[src/hdl/slfr_pkg.sv]
// Shared widths, register indexes and status codes of the frame receiver.
`default_nettype none
package slfr_pkg;

  localparam int unsigned ByteW    = 8;
  localparam int unsigned AddrW    = 32;
  localparam int unsigned LenW     = 16;
  localparam int unsigned StatusW  = 3;
  localparam int unsigned CfgIdxW  = 2;
  localparam int unsigned CfgDataW = 16;

  // message header length in bytes
  localparam logic [LenW-1:0] HdrBytes = 16'd16;

  // register reset values
  localparam logic [LenW-1:0] FrameLimitRst = 16'd512;
  localparam logic [LenW-1:0] SyncWordRst   = 16'hbe57;

  // register indexes
  localparam logic [CfgIdxW-1:0] CfgFrameLimit = 2'd0;
  localparam logic [CfgIdxW-1:0] CfgSyncWord   = 2'd1;

  // closing status codes
  localparam logic [StatusW-1:0] StOk        = 3'd0;
  localparam logic [StatusW-1:0] StTooLong   = 3'd1;
  localparam logic [StatusW-1:0] StBadType   = 3'd2;
  localparam logic [StatusW-1:0] StPayBig    = 3'd3;
  localparam logic [StatusW-1:0] StTooShort  = 3'd4;

endpackage
`default_nettype wire

[src/hdl/slfr_if.sv]
// Valid/ready channels for received bytes and for result words.
`default_nettype none
interface slfr_in_if;
  logic                        valid;
  logic                        ready;
  logic [slfr_pkg::ByteW-1:0]  rx_byte;

  modport source (output valid, output rx_byte, input ready);
  modport sink   (input valid, input rx_byte, output ready);
endinterface

interface slfr_out_if;
  logic                          valid;
  logic                          ready;
  logic [slfr_pkg::ByteW-1:0]    payload_byte;
  logic                          data_valid;
  logic [slfr_pkg::AddrW-1:0]    source_address;
  logic [slfr_pkg::AddrW-1:0]    dest_address;
  logic [slfr_pkg::LenW-1:0]     payload_length;
  logic [slfr_pkg::LenW-1:0]     message_flags;
  logic                          last;
  logic [slfr_pkg::StatusW-1:0]  status;

  modport source (output valid, output payload_byte, output data_valid,
                  output source_address, output dest_address, output payload_length,
                  output message_flags, output last, output status, input ready);
  modport sink   (input valid, input payload_byte, input data_valid,
                  input source_address, input dest_address, input payload_length,
                  input message_flags, input last, input status, output ready);
endinterface
`default_nettype wire

[src/hdl/sync_length_frame_receiver_core.sv]
// Top level of the sync word / length prefixed frame receiver.
`default_nettype none
// Receives one byte per word on in_ch, hunts for a 16-bit sync word (low byte
// first), reads the link header (sync, 16-bit frame length, type) and the
// 16-byte little-endian message header (source, destination, reserved,
// payload length, flags), then streams payload bytes on out_ch tagged with
// the header fields. The last byte of a frame, or any header error, yields a
// word with last set and a status; the receiver then goes back to the hunt.
// Header-only frames close on the final header byte; slack bytes after the
// payload produce no word except the final one (data_valid low).
// Throughput: one byte per clock when not stalled. A byte goes into an input
// register, is decoded combinationally by the parser against the header state
// and lands in the output register, which drives out_ch.valid.
// The output register has its own valid, so while a word waits the input
// register can still take one more byte; the only stall is out_ch.ready low
// with both the input and output registers full. Configuration (frame_limit
// at index 0, sync_word at index 1, other indexes ignored) must be written
// only while idle; the block itself does not enforce this.
module sync_length_frame_receiver_core (
  input  wire                            clk_i,
  input  wire                            rst_ni,
  input  wire                            cfg_we_i,
  input  wire [slfr_pkg::CfgIdxW-1:0]    cfg_index_i,
  input  wire [slfr_pkg::CfgDataW-1:0]   cfg_data_i,
  slfr_in_if.sink                        in_ch,
  slfr_out_if.source                     out_ch
);
  import slfr_pkg::*;

  // parser phases
  localparam logic [2:0] PhHuntEmpty = 3'd0;  // no byte held yet
  localparam logic [2:0] PhHunt      = 3'd1;
  localparam logic [2:0] PhLink      = 3'd2;
  localparam logic [2:0] PhMhdr      = 3'd3;
  localparam logic [2:0] PhBody      = 3'd4;

  // configuration
  logic [LenW-1:0] frame_limit_q, sync_word_q;

  always_ff @(posedge clk_i or negedge rst_ni) begin
    if (!rst_ni) begin
      frame_limit_q <= FrameLimitRst;
      sync_word_q   <= SyncWordRst;
    end else if (cfg_we_i) begin
      if (cfg_index_i == CfgFrameLimit) frame_limit_q <= cfg_data_i;
      if (cfg_index_i == CfgSyncWord)   sync_word_q   <= cfg_data_i;
    end
  end

  // input register
  logic             in_valid_q;
  logic [ByteW-1:0] in_byte_q;
  logic             fire;

  assign fire        = in_valid_q && (!out_ch.valid || out_ch.ready);
  assign in_ch.ready = !in_valid_q || fire;

  always_ff @(posedge clk_i or negedge rst_ni) begin
    if (!rst_ni) begin
      in_valid_q <= 1'b0;
    end else if (in_ch.ready) begin
      in_valid_q <= in_ch.valid;
    end
  end

  always_ff @(posedge clk_i) begin
    if (in_ch.valid && in_ch.ready) in_byte_q <= in_ch.rx_byte;
  end

  // parser state
  logic [2:0]       phase_q, phase_d;
  logic [ByteW-1:0] prev_q, prev_d;
  logic [1:0]       lcnt_q, lcnt_d;     // link header byte after sync: len lo, len hi, type
  logic [LenW-1:0]  flen_q, flen_d;
  logic [LenW-1:0]  fbc_q, fbc_d;       // frame byte count from message header start
  logic [AddrW-1:0] src_q, src_d;
  logic [AddrW-1:0] dst_q, dst_d;
  logic [LenW-1:0]  plen_q, plen_d;
  logic [LenW-1:0]  flags_q, flags_d;

  // result decode
  logic               emit;
  logic [ByteW-1:0]   r_byte;
  logic               r_dv;
  logic               r_last;
  logic [StatusW-1:0] r_status;

  logic [3:0]         hidx;
  logic [LenW:0]      pay_end;
  logic [LenW:0]      fbc_next;
  logic               is_payload;
  logic               is_last;
  logic [ByteW-1:0]   b;

  assign b          = in_byte_q;
  assign hidx       = fbc_q[3:0];
  assign pay_end    = {1'b0, HdrBytes} + {1'b0, plen_q};
  assign fbc_next   = {1'b0, fbc_q} + 17'd1;
  assign is_payload = {1'b0, fbc_q} < pay_end;
  assign is_last    = fbc_next >= {1'b0, flen_q};

  always_comb begin
    phase_d  = phase_q;
    prev_d   = prev_q;
    lcnt_d   = lcnt_q;
    flen_d   = flen_q;
    fbc_d    = fbc_q;
    src_d    = src_q;
    dst_d    = dst_q;
    plen_d   = plen_q;
    flags_d  = flags_q;
    emit     = 1'b0;
    r_byte   = '0;
    r_dv     = 1'b0;
    r_last   = 1'b0;
    r_status = StOk;
    unique case (phase_q)
      PhHuntEmpty: begin
        prev_d  = b;
        phase_d = PhHunt;
      end
      PhHunt: begin
        if ({b, prev_q} == sync_word_q) begin
          phase_d = PhLink;
          lcnt_d  = 2'd0;
          flen_d  = '0;
          fbc_d   = '0;
          src_d   = '0;
          dst_d   = '0;
          plen_d  = '0;
          flags_d = '0;
        end
        prev_d = b;
      end
      PhLink: begin
        if (lcnt_q == 2'd0) begin
          flen_d[7:0] = b;
          lcnt_d      = 2'd1;
        end else if (lcnt_q == 2'd1) begin
          flen_d[15:8] = b;
          lcnt_d       = 2'd2;
        end else begin
          // type byte: run the link header checks in order
          lcnt_d = 2'd0;
          fbc_d  = '0;
          if (flen_q > frame_limit_q) begin
            emit = 1'b1; r_last = 1'b1; r_status = StTooLong;
            phase_d = PhHuntEmpty;
          end else if (flen_q < HdrBytes) begin
            emit = 1'b1; r_last = 1'b1; r_status = StTooShort;
            phase_d = PhHuntEmpty;
          end else if (b != '0) begin
            emit = 1'b1; r_last = 1'b1; r_status = StBadType;
            phase_d = PhHuntEmpty;
          end else begin
            phase_d = PhMhdr;
          end
        end
      end
      PhMhdr: begin
        unique case (hidx[3:2])
          2'd0: src_d[{hidx[1:0], 3'b000} +: 8] = b;
          2'd1: dst_d[{hidx[1:0], 3'b000} +: 8] = b;
          2'd2: ;  // reserved word
          2'd3: begin
            if (!hidx[1]) plen_d[{hidx[0], 3'b000} +: 8]  = b;
            else          flags_d[{hidx[0], 3'b000} +: 8] = b;
          end
          default: ;
        endcase
        fbc_d = fbc_next[LenW-1:0];
        if (hidx == 4'd15) begin
          if (plen_q > flen_q - HdrBytes) begin
            emit = 1'b1; r_last = 1'b1; r_status = StPayBig;
            phase_d = PhHuntEmpty;
          end else if (flen_q == HdrBytes) begin
            // header-only frame
            emit = 1'b1; r_last = 1'b1; r_status = StOk;
            phase_d = PhHuntEmpty;
          end else begin
            phase_d = PhBody;
          end
        end
      end
      PhBody: begin
        fbc_d = fbc_next[LenW-1:0];
        if (is_last) begin
          emit   = 1'b1;
          r_last = 1'b1;
          r_dv   = is_payload;
          r_byte = is_payload ? b : '0;
          phase_d = PhHuntEmpty;
        end else if (is_payload) begin
          emit   = 1'b1;
          r_dv   = 1'b1;
          r_byte = b;
        end
      end
      default: begin
        phase_d = PhHuntEmpty;
      end
    endcase
  end

  always_ff @(posedge clk_i or negedge rst_ni) begin
    if (!rst_ni) begin
      phase_q <= PhHuntEmpty;
      prev_q  <= '0;
      lcnt_q  <= '0;
      flen_q  <= '0;
      fbc_q   <= '0;
      src_q   <= '0;
      dst_q   <= '0;
      plen_q  <= '0;
      flags_q <= '0;
    end else if (fire) begin
      phase_q <= phase_d;
      prev_q  <= prev_d;
      lcnt_q  <= lcnt_d;
      flen_q  <= flen_d;
      fbc_q   <= fbc_d;
      src_q   <= src_d;
      dst_q   <= dst_d;
      plen_q  <= plen_d;
      flags_q <= flags_d;
    end
  end

  // output register; header fields carry the values after this byte
  logic               out_valid_q;
  logic [ByteW-1:0]   o_byte_q;
  logic               o_dv_q;
  logic [AddrW-1:0]   o_src_q, o_dst_q;
  logic [LenW-1:0]    o_plen_q, o_flags_q;
  logic               o_last_q;
  logic [StatusW-1:0] o_status_q;

  always_ff @(posedge clk_i or negedge rst_ni) begin
    if (!rst_ni) begin
      out_valid_q <= 1'b0;
    end else if (!out_valid_q || out_ch.ready) begin
      out_valid_q <= fire && emit;
    end
  end

  always_ff @(posedge clk_i) begin
    if (fire && emit) begin
      o_byte_q   <= r_byte;
      o_dv_q     <= r_dv;
      o_src_q    <= src_d;
      o_dst_q    <= dst_d;
      o_plen_q   <= plen_d;
      o_flags_q  <= flags_d;
      o_last_q   <= r_last;
      o_status_q <= r_status;
    end
  end

  assign out_ch.valid          = out_valid_q;
  assign out_ch.payload_byte   = o_byte_q;
  assign out_ch.data_valid     = o_dv_q;
  assign out_ch.source_address = o_src_q;
  assign out_ch.dest_address   = o_dst_q;
  assign out_ch.payload_length = o_plen_q;
  assign out_ch.message_flags  = o_flags_q;
  assign out_ch.last           = o_last_q;
  assign out_ch.status         = o_status_q;

`ifndef ASSERT_OFF
  // an error status only ever closes a frame
  a_status_last: assert property (@(posedge clk_i) disable iff (!rst_ni)
    out_ch.valid && out_ch.status != StOk |-> out_ch.last)
    else $error("error status without last");

  // payload byte is zero when no data is carried
  a_byte_zero: assert property (@(posedge clk_i) disable iff (!rst_ni)
    out_ch.valid && !out_ch.data_valid |-> out_ch.payload_byte == '0)
    else $error("payload byte set without data_valid");

  // a closing word sends the parser back to the hunt
  a_close_hunt: assert property (@(posedge clk_i) disable iff (!rst_ni)
    fire && emit && r_last |=> phase_q == PhHuntEmpty)
    else $error("parser not hunting after frame close");

  // a word is never dropped: a held word stays while not taken
  a_no_drop: assert property (@(posedge clk_i) disable iff (!rst_ni)
    out_ch.valid && !out_ch.ready |=> out_ch.valid && $stable(o_last_q))
    else $error("pending result word lost");
`endif

endmodule
`default_nettype wire

[src/flat_wrapper.sv]
// flat-port wrapper written by rule: the top's interface ports become plain ports
module sync_length_frame_receiver_core_flat import slfr_pkg::*;
  (clk_i, rst_ni, cfg_we_i, cfg_index_i, cfg_data_i, in_ch_valid, in_ch_rx_byte, in_ch_ready, out_ch_valid, out_ch_payload_byte, out_ch_data_valid, out_ch_source_address, out_ch_dest_address, out_ch_payload_length, out_ch_message_flags, out_ch_last, out_ch_status, out_ch_ready);
  slfr_in_if in_ch_i ();
  slfr_out_if out_ch_i ();
  input  wire clk_i;
  input  wire rst_ni;
  input  wire cfg_we_i;
  input  wire [slfr_pkg::CfgIdxW-1:0] cfg_index_i;
  input  wire [slfr_pkg::CfgDataW-1:0] cfg_data_i;
  input wire logic [$bits(in_ch_i.valid)-1:0] in_ch_valid;
  input wire logic [$bits(in_ch_i.rx_byte)-1:0] in_ch_rx_byte;
  output wire logic [$bits(in_ch_i.ready)-1:0] in_ch_ready;
  output wire logic [$bits(out_ch_i.valid)-1:0] out_ch_valid;
  output wire logic [$bits(out_ch_i.payload_byte)-1:0] out_ch_payload_byte;
  output wire logic [$bits(out_ch_i.data_valid)-1:0] out_ch_data_valid;
  output wire logic [$bits(out_ch_i.source_address)-1:0] out_ch_source_address;
  output wire logic [$bits(out_ch_i.dest_address)-1:0] out_ch_dest_address;
  output wire logic [$bits(out_ch_i.payload_length)-1:0] out_ch_payload_length;
  output wire logic [$bits(out_ch_i.message_flags)-1:0] out_ch_message_flags;
  output wire logic [$bits(out_ch_i.last)-1:0] out_ch_last;
  output wire logic [$bits(out_ch_i.status)-1:0] out_ch_status;
  input wire logic [$bits(out_ch_i.ready)-1:0] out_ch_ready;
  assign in_ch_i.valid = in_ch_valid;
  assign in_ch_i.rx_byte = in_ch_rx_byte;
  assign in_ch_ready = in_ch_i.ready;
  assign out_ch_valid = out_ch_i.valid;
  assign out_ch_payload_byte = out_ch_i.payload_byte;
  assign out_ch_data_valid = out_ch_i.data_valid;
  assign out_ch_source_address = out_ch_i.source_address;
  assign out_ch_dest_address = out_ch_i.dest_address;
  assign out_ch_payload_length = out_ch_i.payload_length;
  assign out_ch_message_flags = out_ch_i.message_flags;
  assign out_ch_last = out_ch_i.last;
  assign out_ch_status = out_ch_i.status;
  assign out_ch_i.ready = out_ch_ready;
  sync_length_frame_receiver_core u_core (.clk_i(clk_i), .rst_ni(rst_ni), .cfg_we_i(cfg_we_i), .cfg_index_i(cfg_index_i), .cfg_data_i(cfg_data_i), .in_ch(in_ch_i), .out_ch(out_ch_i));
endmodule
[config.mk]
export PLATFORM = sky130hd
export DESIGN_NAME = sync_length_frame_receiver_core_flat
export DESIGN_NICKNAME = d
export VERILOG_FILES = /design/src/hdl/slfr_pkg.sv /design/src/hdl/slfr_if.sv /design/src/hdl/sync_length_frame_receiver_core.sv /design/src/flat_wrapper.sv
export SDC_FILE = /design/constraint.sdc
export NUM_CORES = 1
export LEC_CHECK = 0
export ABC_AREA = 0
export BUFFER_PORTS_ARGS = -buffer_cell sky130_fd_sc_hd__buf_2
export CORE_MARGIN = 2
export CORE_UTILIZATION = 45
export CTS_CLUSTER_SIZE = 14
export DETAILED_ROUTE_END_ITERATION = 10
export PLACE_DENSITY = 0.7
export SYNTH_ARGS = -nofsm -noshare
export SYNTH_HDL_FRONTEND = slang
export SYNTH_SLANG_ARGS = --single-unit
[constraint.sdc]
create_clock -name clk_i -period 15.05 [get_ports clk_i]
set_input_delay 0.7525 -clock clk_i [delete_from_list [all_inputs] [get_ports clk_i]]
set_output_delay 0.7525 -clock clk_i [all_outputs]
set_load 0.005 [all_outputs]
### Word level (Yosys, flattened, before mapping)

Index checks and enable logic that the tools add are counted.
W data, S select, Z words.

| operators by class | value |
|---|---|
| $add $sub $neg | 5 |
| $lt $le $gt $ge | 5 |
| equal/unequal tests | 18 |
| shift-type cells | 4 |
| multiplexer cells | 63 |
| reductions and logical operators | 25 |

Operators with widths:

| kind | count |
|---|---|
| $mux W16 | 9 |
| $mux W32 | 4 |
| $pmux W32 S2 | 2 |
| $pmux W16 S2 | 3 |
| $bwmux W32 | 2 |
| $pmux W16 S3 | 1 |
| $mux W3 | 14 |
| $bwmux W16 | 2 |
| $gt A16 B16 Y1 | 2 |
| $shift A8 B7 Y32 const A | 1 |
| $shiftx A8 B7 Y32 | 1 |
| $mux W8 | 3 |
| $add A16 B1 Y17 const B | 1 |
| $add A5 B16 Y17 const A | 1 |
| $ge A17 B16 Y1 | 1 |
| $lt A16 B17 Y1 | 1 |
| $eq A16 B16 Y1 | 1 |
| $eq A16 B5 Y1 const B | 1 |
| $lt A16 B5 Y1 const B | 1 |
| $shift A8 B6 Y16 const A | 1 |
| $shiftx A8 B6 Y16 | 1 |
| $sub A16 B5 Y16 const B | 1 |
| $pmux W3 S5 | 1 |
| $mux W1 | 12 |
| 28 further kinds | 53 |

| word-level totals | value |
|---|---|
| flip-flop bits (word level) | 292 |
| input port bits | 31 |
| logic and storage cells | 143 |

### Longest topological paths before layout

| depth | value |
|---|---|
| depth in word-level cells | 8 |
| depth in mapped cells | 14 |
| depth with buffers taken out | 14 |

### Worst setup path after synthesis

Ideal clock, no wire load.

| path | value |
|---|---|
| path kind | flip-flop to flip-flop |
| from | register u_core.fbc_q[1] |
| to | register u_core.o_dv_q, in the netlist u_core.out_ch.data_valid (enable) |
| setup time | 464 ps |
| arrival time | 5183 ps |
| required time | 14586 ps |
| setup slack | 9403 ps |
| stages on the path, launching flop included | 14 |
| clock period less this slack | 5647 ps |
| cells stage by stage | dfrtp_1 -> ha_1 -> nand3_1 -> nor2_1 -> nand3_1 -> nor2_1 -> xor2_1 -> ha_1 -> nand4_1 -> or4_1 -> a21boi_0 -> nor4_1 -> o221ai_1 -> o211a_1 |

| on the way | value |
|---|---|
| longest elaborated chain between the ends | 5 |
| elaborated cells on any way between the ends | 9 |
| classes of those cells | add/sub (1); order compare (2); eq/ne (1); mux (4); reduce/logical (1) |

Ends and longest elaborated chain:

| what | line | text |
|---|---|---|
| start, declared | sync_length_frame_receiver_core.sv:75 | `logic [LenW-1:0] fbc_q, fbc_d;` |
| start signal, assigned | sync_length_frame_receiver_core.sv:211 | `fbc_q <= '0;` |
| start signal, assigned | sync_length_frame_receiver_core.sv:221 | `fbc_q <= fbc_d;` |
| $add A16 B1 Y17 or $lt A16 B17 Y1 (tied branches) | sync_length_frame_receiver_core.sv:98, sync_length_frame_receiver_core.sv:99 |  |
| $ge A17 B16 Y1 or $mux W1 (tied branches) | sync_length_frame_receiver_core.sv:100, sync_length_frame_receiver_core.sv:193 |  |
| $mux W1 | sync_length_frame_receiver_core.sv:187 | `if (is_last) begin` |
| $pmux W1 S3 * | sync_length_frame_receiver_core.sv:117 | `unique case (phase_q)` |
| $logic_and A1 B1 Y1 * | sync_length_frame_receiver_core.sv:247 | `if (fire && emit) begin` |
| end signal, assigned | sync_length_frame_receiver_core.sv:249 | `o_dv_q <= r_dv;` |
| end, declared | sync_length_frame_receiver_core.sv:232 | `logic o_dv_q;` |

Every way passes the cells marked *; elsewhere a longest branch is shown, timed or not.
A chain may end at the register's enable or synchronous reset.

### Final worst setup path

| path | value |
|---|---|
| from | register u_core.fbc_q[0] |
| to | register u_core.o_plen_q[4], in the netlist u_core.out_ch.payload_length[4] (enable) |

| on the way | value |
|---|---|
| longest elaborated chain between the ends | 5 |
| elaborated cells on any way between the ends | 9 |
| classes of those cells | add/sub (1); order compare (2); eq/ne (1); mux (4); reduce/logical (1) |

Ends and longest elaborated chain:

| what | line | text |
|---|---|---|
| $add A16 B1 Y17 or $lt A16 B17 Y1 (tied branches) | sync_length_frame_receiver_core.sv:98, sync_length_frame_receiver_core.sv:99 |  |
| $ge A17 B16 Y1 or $mux W1 (tied branches) | sync_length_frame_receiver_core.sv:100, sync_length_frame_receiver_core.sv:193 |  |
| $mux W1 | sync_length_frame_receiver_core.sv:187 |  |
| $pmux W1 S3 * | sync_length_frame_receiver_core.sv:117 |  |
| $logic_and A1 B1 Y1 * | sync_length_frame_receiver_core.sv:247 |  |
| end signal, assigned | sync_length_frame_receiver_core.sv:252 | `o_plen_q <= plen_d;` |
| end, declared | sync_length_frame_receiver_core.sv:234 | `logic [LenW-1:0] o_plen_q, o_flags_q;` |

Marked as above.

==> reports/metrics.csv <==
stage;metric;value;unit
die;start_util;45.57;%
status;status;finished clean;
power_and_ir_drop;leakage;7.083;nW
die;dieHeight;182.5;um
synthesis;netlist.area_leader.share;28.44;%
finish;fin_util;51.51;%
critical_path;crit_type;reg2reg;
timing;finalHoldWorstSlack;0.2655;ns
critical_path;critPathSlowestCell;buf_4;
critical_path;cp-start-kind;register;
clocking;clk_latency;0.59;ns
critical_path;crit_path_max_incr_delay;0.80;ns
synthesis;netlist_top_cells_area;dfrtp_1 28%, edfxtp_1 24%, ha_1 6.3%;
min_path;hold_class;in2async;
synthesis;synthCells;1185;
synthesis;ys_ff_latch;292;
route;firstDrtPassIters;6;
clocking;post_cts_resized;0;
route;wl_per_cell;21.38;um
place;dpl-instance-area;15200;um2
synthesis;synth_enable_flop_cells;117;
timing;slew_violations;0;
route;drc_errors;0;
clocking;cts_tree;yes;
die;rows;65;
synthesis;syn_nets;1288;
place;place_congestion;0.9375;
global_route;grt_pass1_vias;10033;
global_route;overflow;0;
die;die_w;182.5;um
global_route;grt_use_total;22.23;%
finish;fill_cells;2710;
timing;period_share;35.98;%
clocking;clk_path_buf_depth;3;
timing;maxSlewHeadroom;24.79;%
global_route;grt_pass1_wl;57680;um
die;ios;142;
timing;setup_viol;0;
clocking;cts_setup_buffers;0;
critical_path;critPathArrivalTime;5.62;ns
route;antenna_left;0;
place;dp_cells;1670;
clocking;numCtsBuffers;30;
critical_path;critPathRequiredTime;15.26;ns
timing;fmax;0.1847;GHz
timing;clock_skew;0.02176;ns
critical_path;crit_buf_inv;1;
clocking;clk_pin_slew;0.06;ns
synthesis;syn-cell-area;14340;um2
clocking;clock_sinks;292;
synthesis;avgSynthCellArea;12.10;um2
job;drv_cap;0;
global_route;antenna_found_initial;1;
synthesis;ys_warn_count;0;
place;hpwl;25380;um
timing;tns;0;ns
finish;design_area;16210;um2
power_and_ir_drop;peakVddDrop;0.09843;mV
timing;fin_crit;5.415;ns
place;port_buffers;141;
critical_path;crit_chain;ha_1 -> nand3_1 -> nor2_1 -> nand3_1 -> nor2_1 -> xor2_1 -> ha_1 -> nand4_1 -> or4_1 -> a21boi_0 -> nor4_1 -> o221ai_1 -> o211a_4 -> buf_4;
synthesis;ys_types;59;
finish;drive_gt1_share;20.92;%
synthesis;synth-main-ff-cell;dfrtp_1;
critical_path;crit_fanout;81;
timing;worst_slew_pin_slew;1.128;ns
die;core;31470;um2
route;num_vias;10303;
power_and_ir_drop;p_per_area;146.3;nW/um2
route;postRouteWirelength;36900;um
route;drt_iter0_drc;1066;
route;via_per_inst;5.969;
finish;nNetsFinal;1403;
clocking;h-tree-depth;1;
timing;hold_viol_final;0;
timing;rsz0062_at_grt;no;
finish;diodes;0;
synthesis;synthArstFlopShare;59.93;%
finish;final_cells;1726;
synthesis;yosysTopAreaCell;dfrtp_1;
synthesis;synth-seq-area-share;55.13;%
critical_path;end_kind;register;
clocking;ctsHoldBuffers;0;
global_route;grt_max_degree;106;
die;die_area;33320;um2
critical_path;cpLargestDelayFamily;simple AND/OR/NAND/NOR gates;
finish;syn_to_final_growth;13.03;%
clocking;cts_root_buf;clkbuf_16;
-- state kept, by name, summed over array words and instances (netlist names), 16 cells and up --
signal and cells:
u_core.dst_q 32, u_core.fbc_q 16, u_core.flags_q 16, u_core.flen_q 16, u_core.frame_limit_q 16, u_core.out_ch.dest_address 32
u_core.out_ch.message_flags 16, u_core.out_ch.payload_length 16, u_core.out_ch.source_address 32, u_core.plen_q 16, u_core.src_q 32, u_core.sync_word_q 16
-- cells in the mapped netlist (10+ instances only) --
cell and instances:
a21o_1 14, a21oi_1 34, a22o_1 97, and2_1 13, and3_1 18, buf_6 24
clkbuf_1 31, dfrtp_1 163, dfstp_2 12, edfxtp_1 117, ha_1 72, inv_1 43
mux2_2 41, nand2_1 92, nand2b_4 10, nand3_1 30, nand4_1 18, nor2_1 48
nor3_1 14, nor4_1 15, o21ai_0 50, o2bb2ai_1 96, o31ai_1 11, xnor2_1 21
xor2_1 28
-- through the flow --
stage	power [mW]	setup WS [ns]
floorplan	1.452	9.403
global placement	1.600	9.897
detailed placement	1.623	9.696
CTS	2.377	9.663
global route	2.503	9.111
finish	2.371	9.635
-- worst paths after layout --
kind,startpoint,end,cells past startpoint,slack [ns]
min in group clk_i,in_ch_rx_byte[0],u_core.b[0],1,0.36
setup reg to reg,u_core.fbc_q[0],u_core.out_ch.payload_length[4],14,9.64
setup / recovery,u_core.fbc_q[0],u_core.out_ch.payload_length[4],14,9.64
hold reg to reg,u_core.flags_q[14],u_core.flags_q[14],1,0.49
max in group asynchronous,rst_ni,u_core.src_q[15],2,13.27
hold / removal,rst_ni,u_core.sync_word_q[14],1,0.27
-- metal layers --
metal / up-vias / track usage (%) / share of wire, %
li1: 4697 / - / -
met2: 390 / 36.75 / 48
met5: - / 0 / 0.022
met3: 91 / 3.253 / 5.9
met1: 5123 / 29.97 / 43
met4: 2 / 7.968 / 3.5
-- worst reg2reg max path: stages (launching register included) --
cell and delay (ns):
dfrtp_1 0.63, ha_1 0.34, nand3_1 0.26, nor2_1 0.42
nand3_1 0.23, nor2_1 0.26, xor2_1 0.11, ha_1 0.33
nand4_1 0.12, or4_1 0.40, a21boi_0 0.19, nor4_1 0.12
o221ai_1 0.26, o211a_4 0.48, buf_4 0.81
-- area by class of cell --
cell class / instances / area [um2] / area share, %
Multi-Input combinational cell: 777 / 5812 / 35.85
Clock buffer: 37 / 810.8 / 5.001
Sequential cell: 292 / 7908 / 48.78
Clock inverter: 19 / 200.2 / 1.235
Tap cell: 402 / 503.0 / 3.103
Inverter: 45 / 168.9 / 1.042
Timing Repair Buffer: 154 / 809.5 / 4.993
-- layout by cell type (no fill, tap or decap), drive strengths merged, types with 18 or more instances in the layout --
cell type    n
a21oi       34
a22o        97
and3        18
buf        154
clkbuf      37
dfrtp      163
edfxtp     117
ha          72
inv         46
mux2        41
nand2       93
nand3       30
nand4       18
nor2        49
o21ai       52
o2bb2ai     96
xnor2       21
xor2        28
-- cell families after synthesis --
kind of cell    Yosys count  synth area share [%]
mux                      41                 3.219
xor+xnor                 49                 2.992
simple gates            291                 10.62
buf+inv                 116                 4.484
fa+ha+maj                72                 6.281
flops                   292                 55.13
compound gates          324                 17.27
-- where the power goes --
part / internal (mW) / switching (mW)
Sequential: 0.913 / 0.0797
Clock: 0.436 / 0.320
Combinational: 0.262 / 0.360
Total: 1.61 / 0.760
Note: power is estimated with default switching activity, not from simulation.
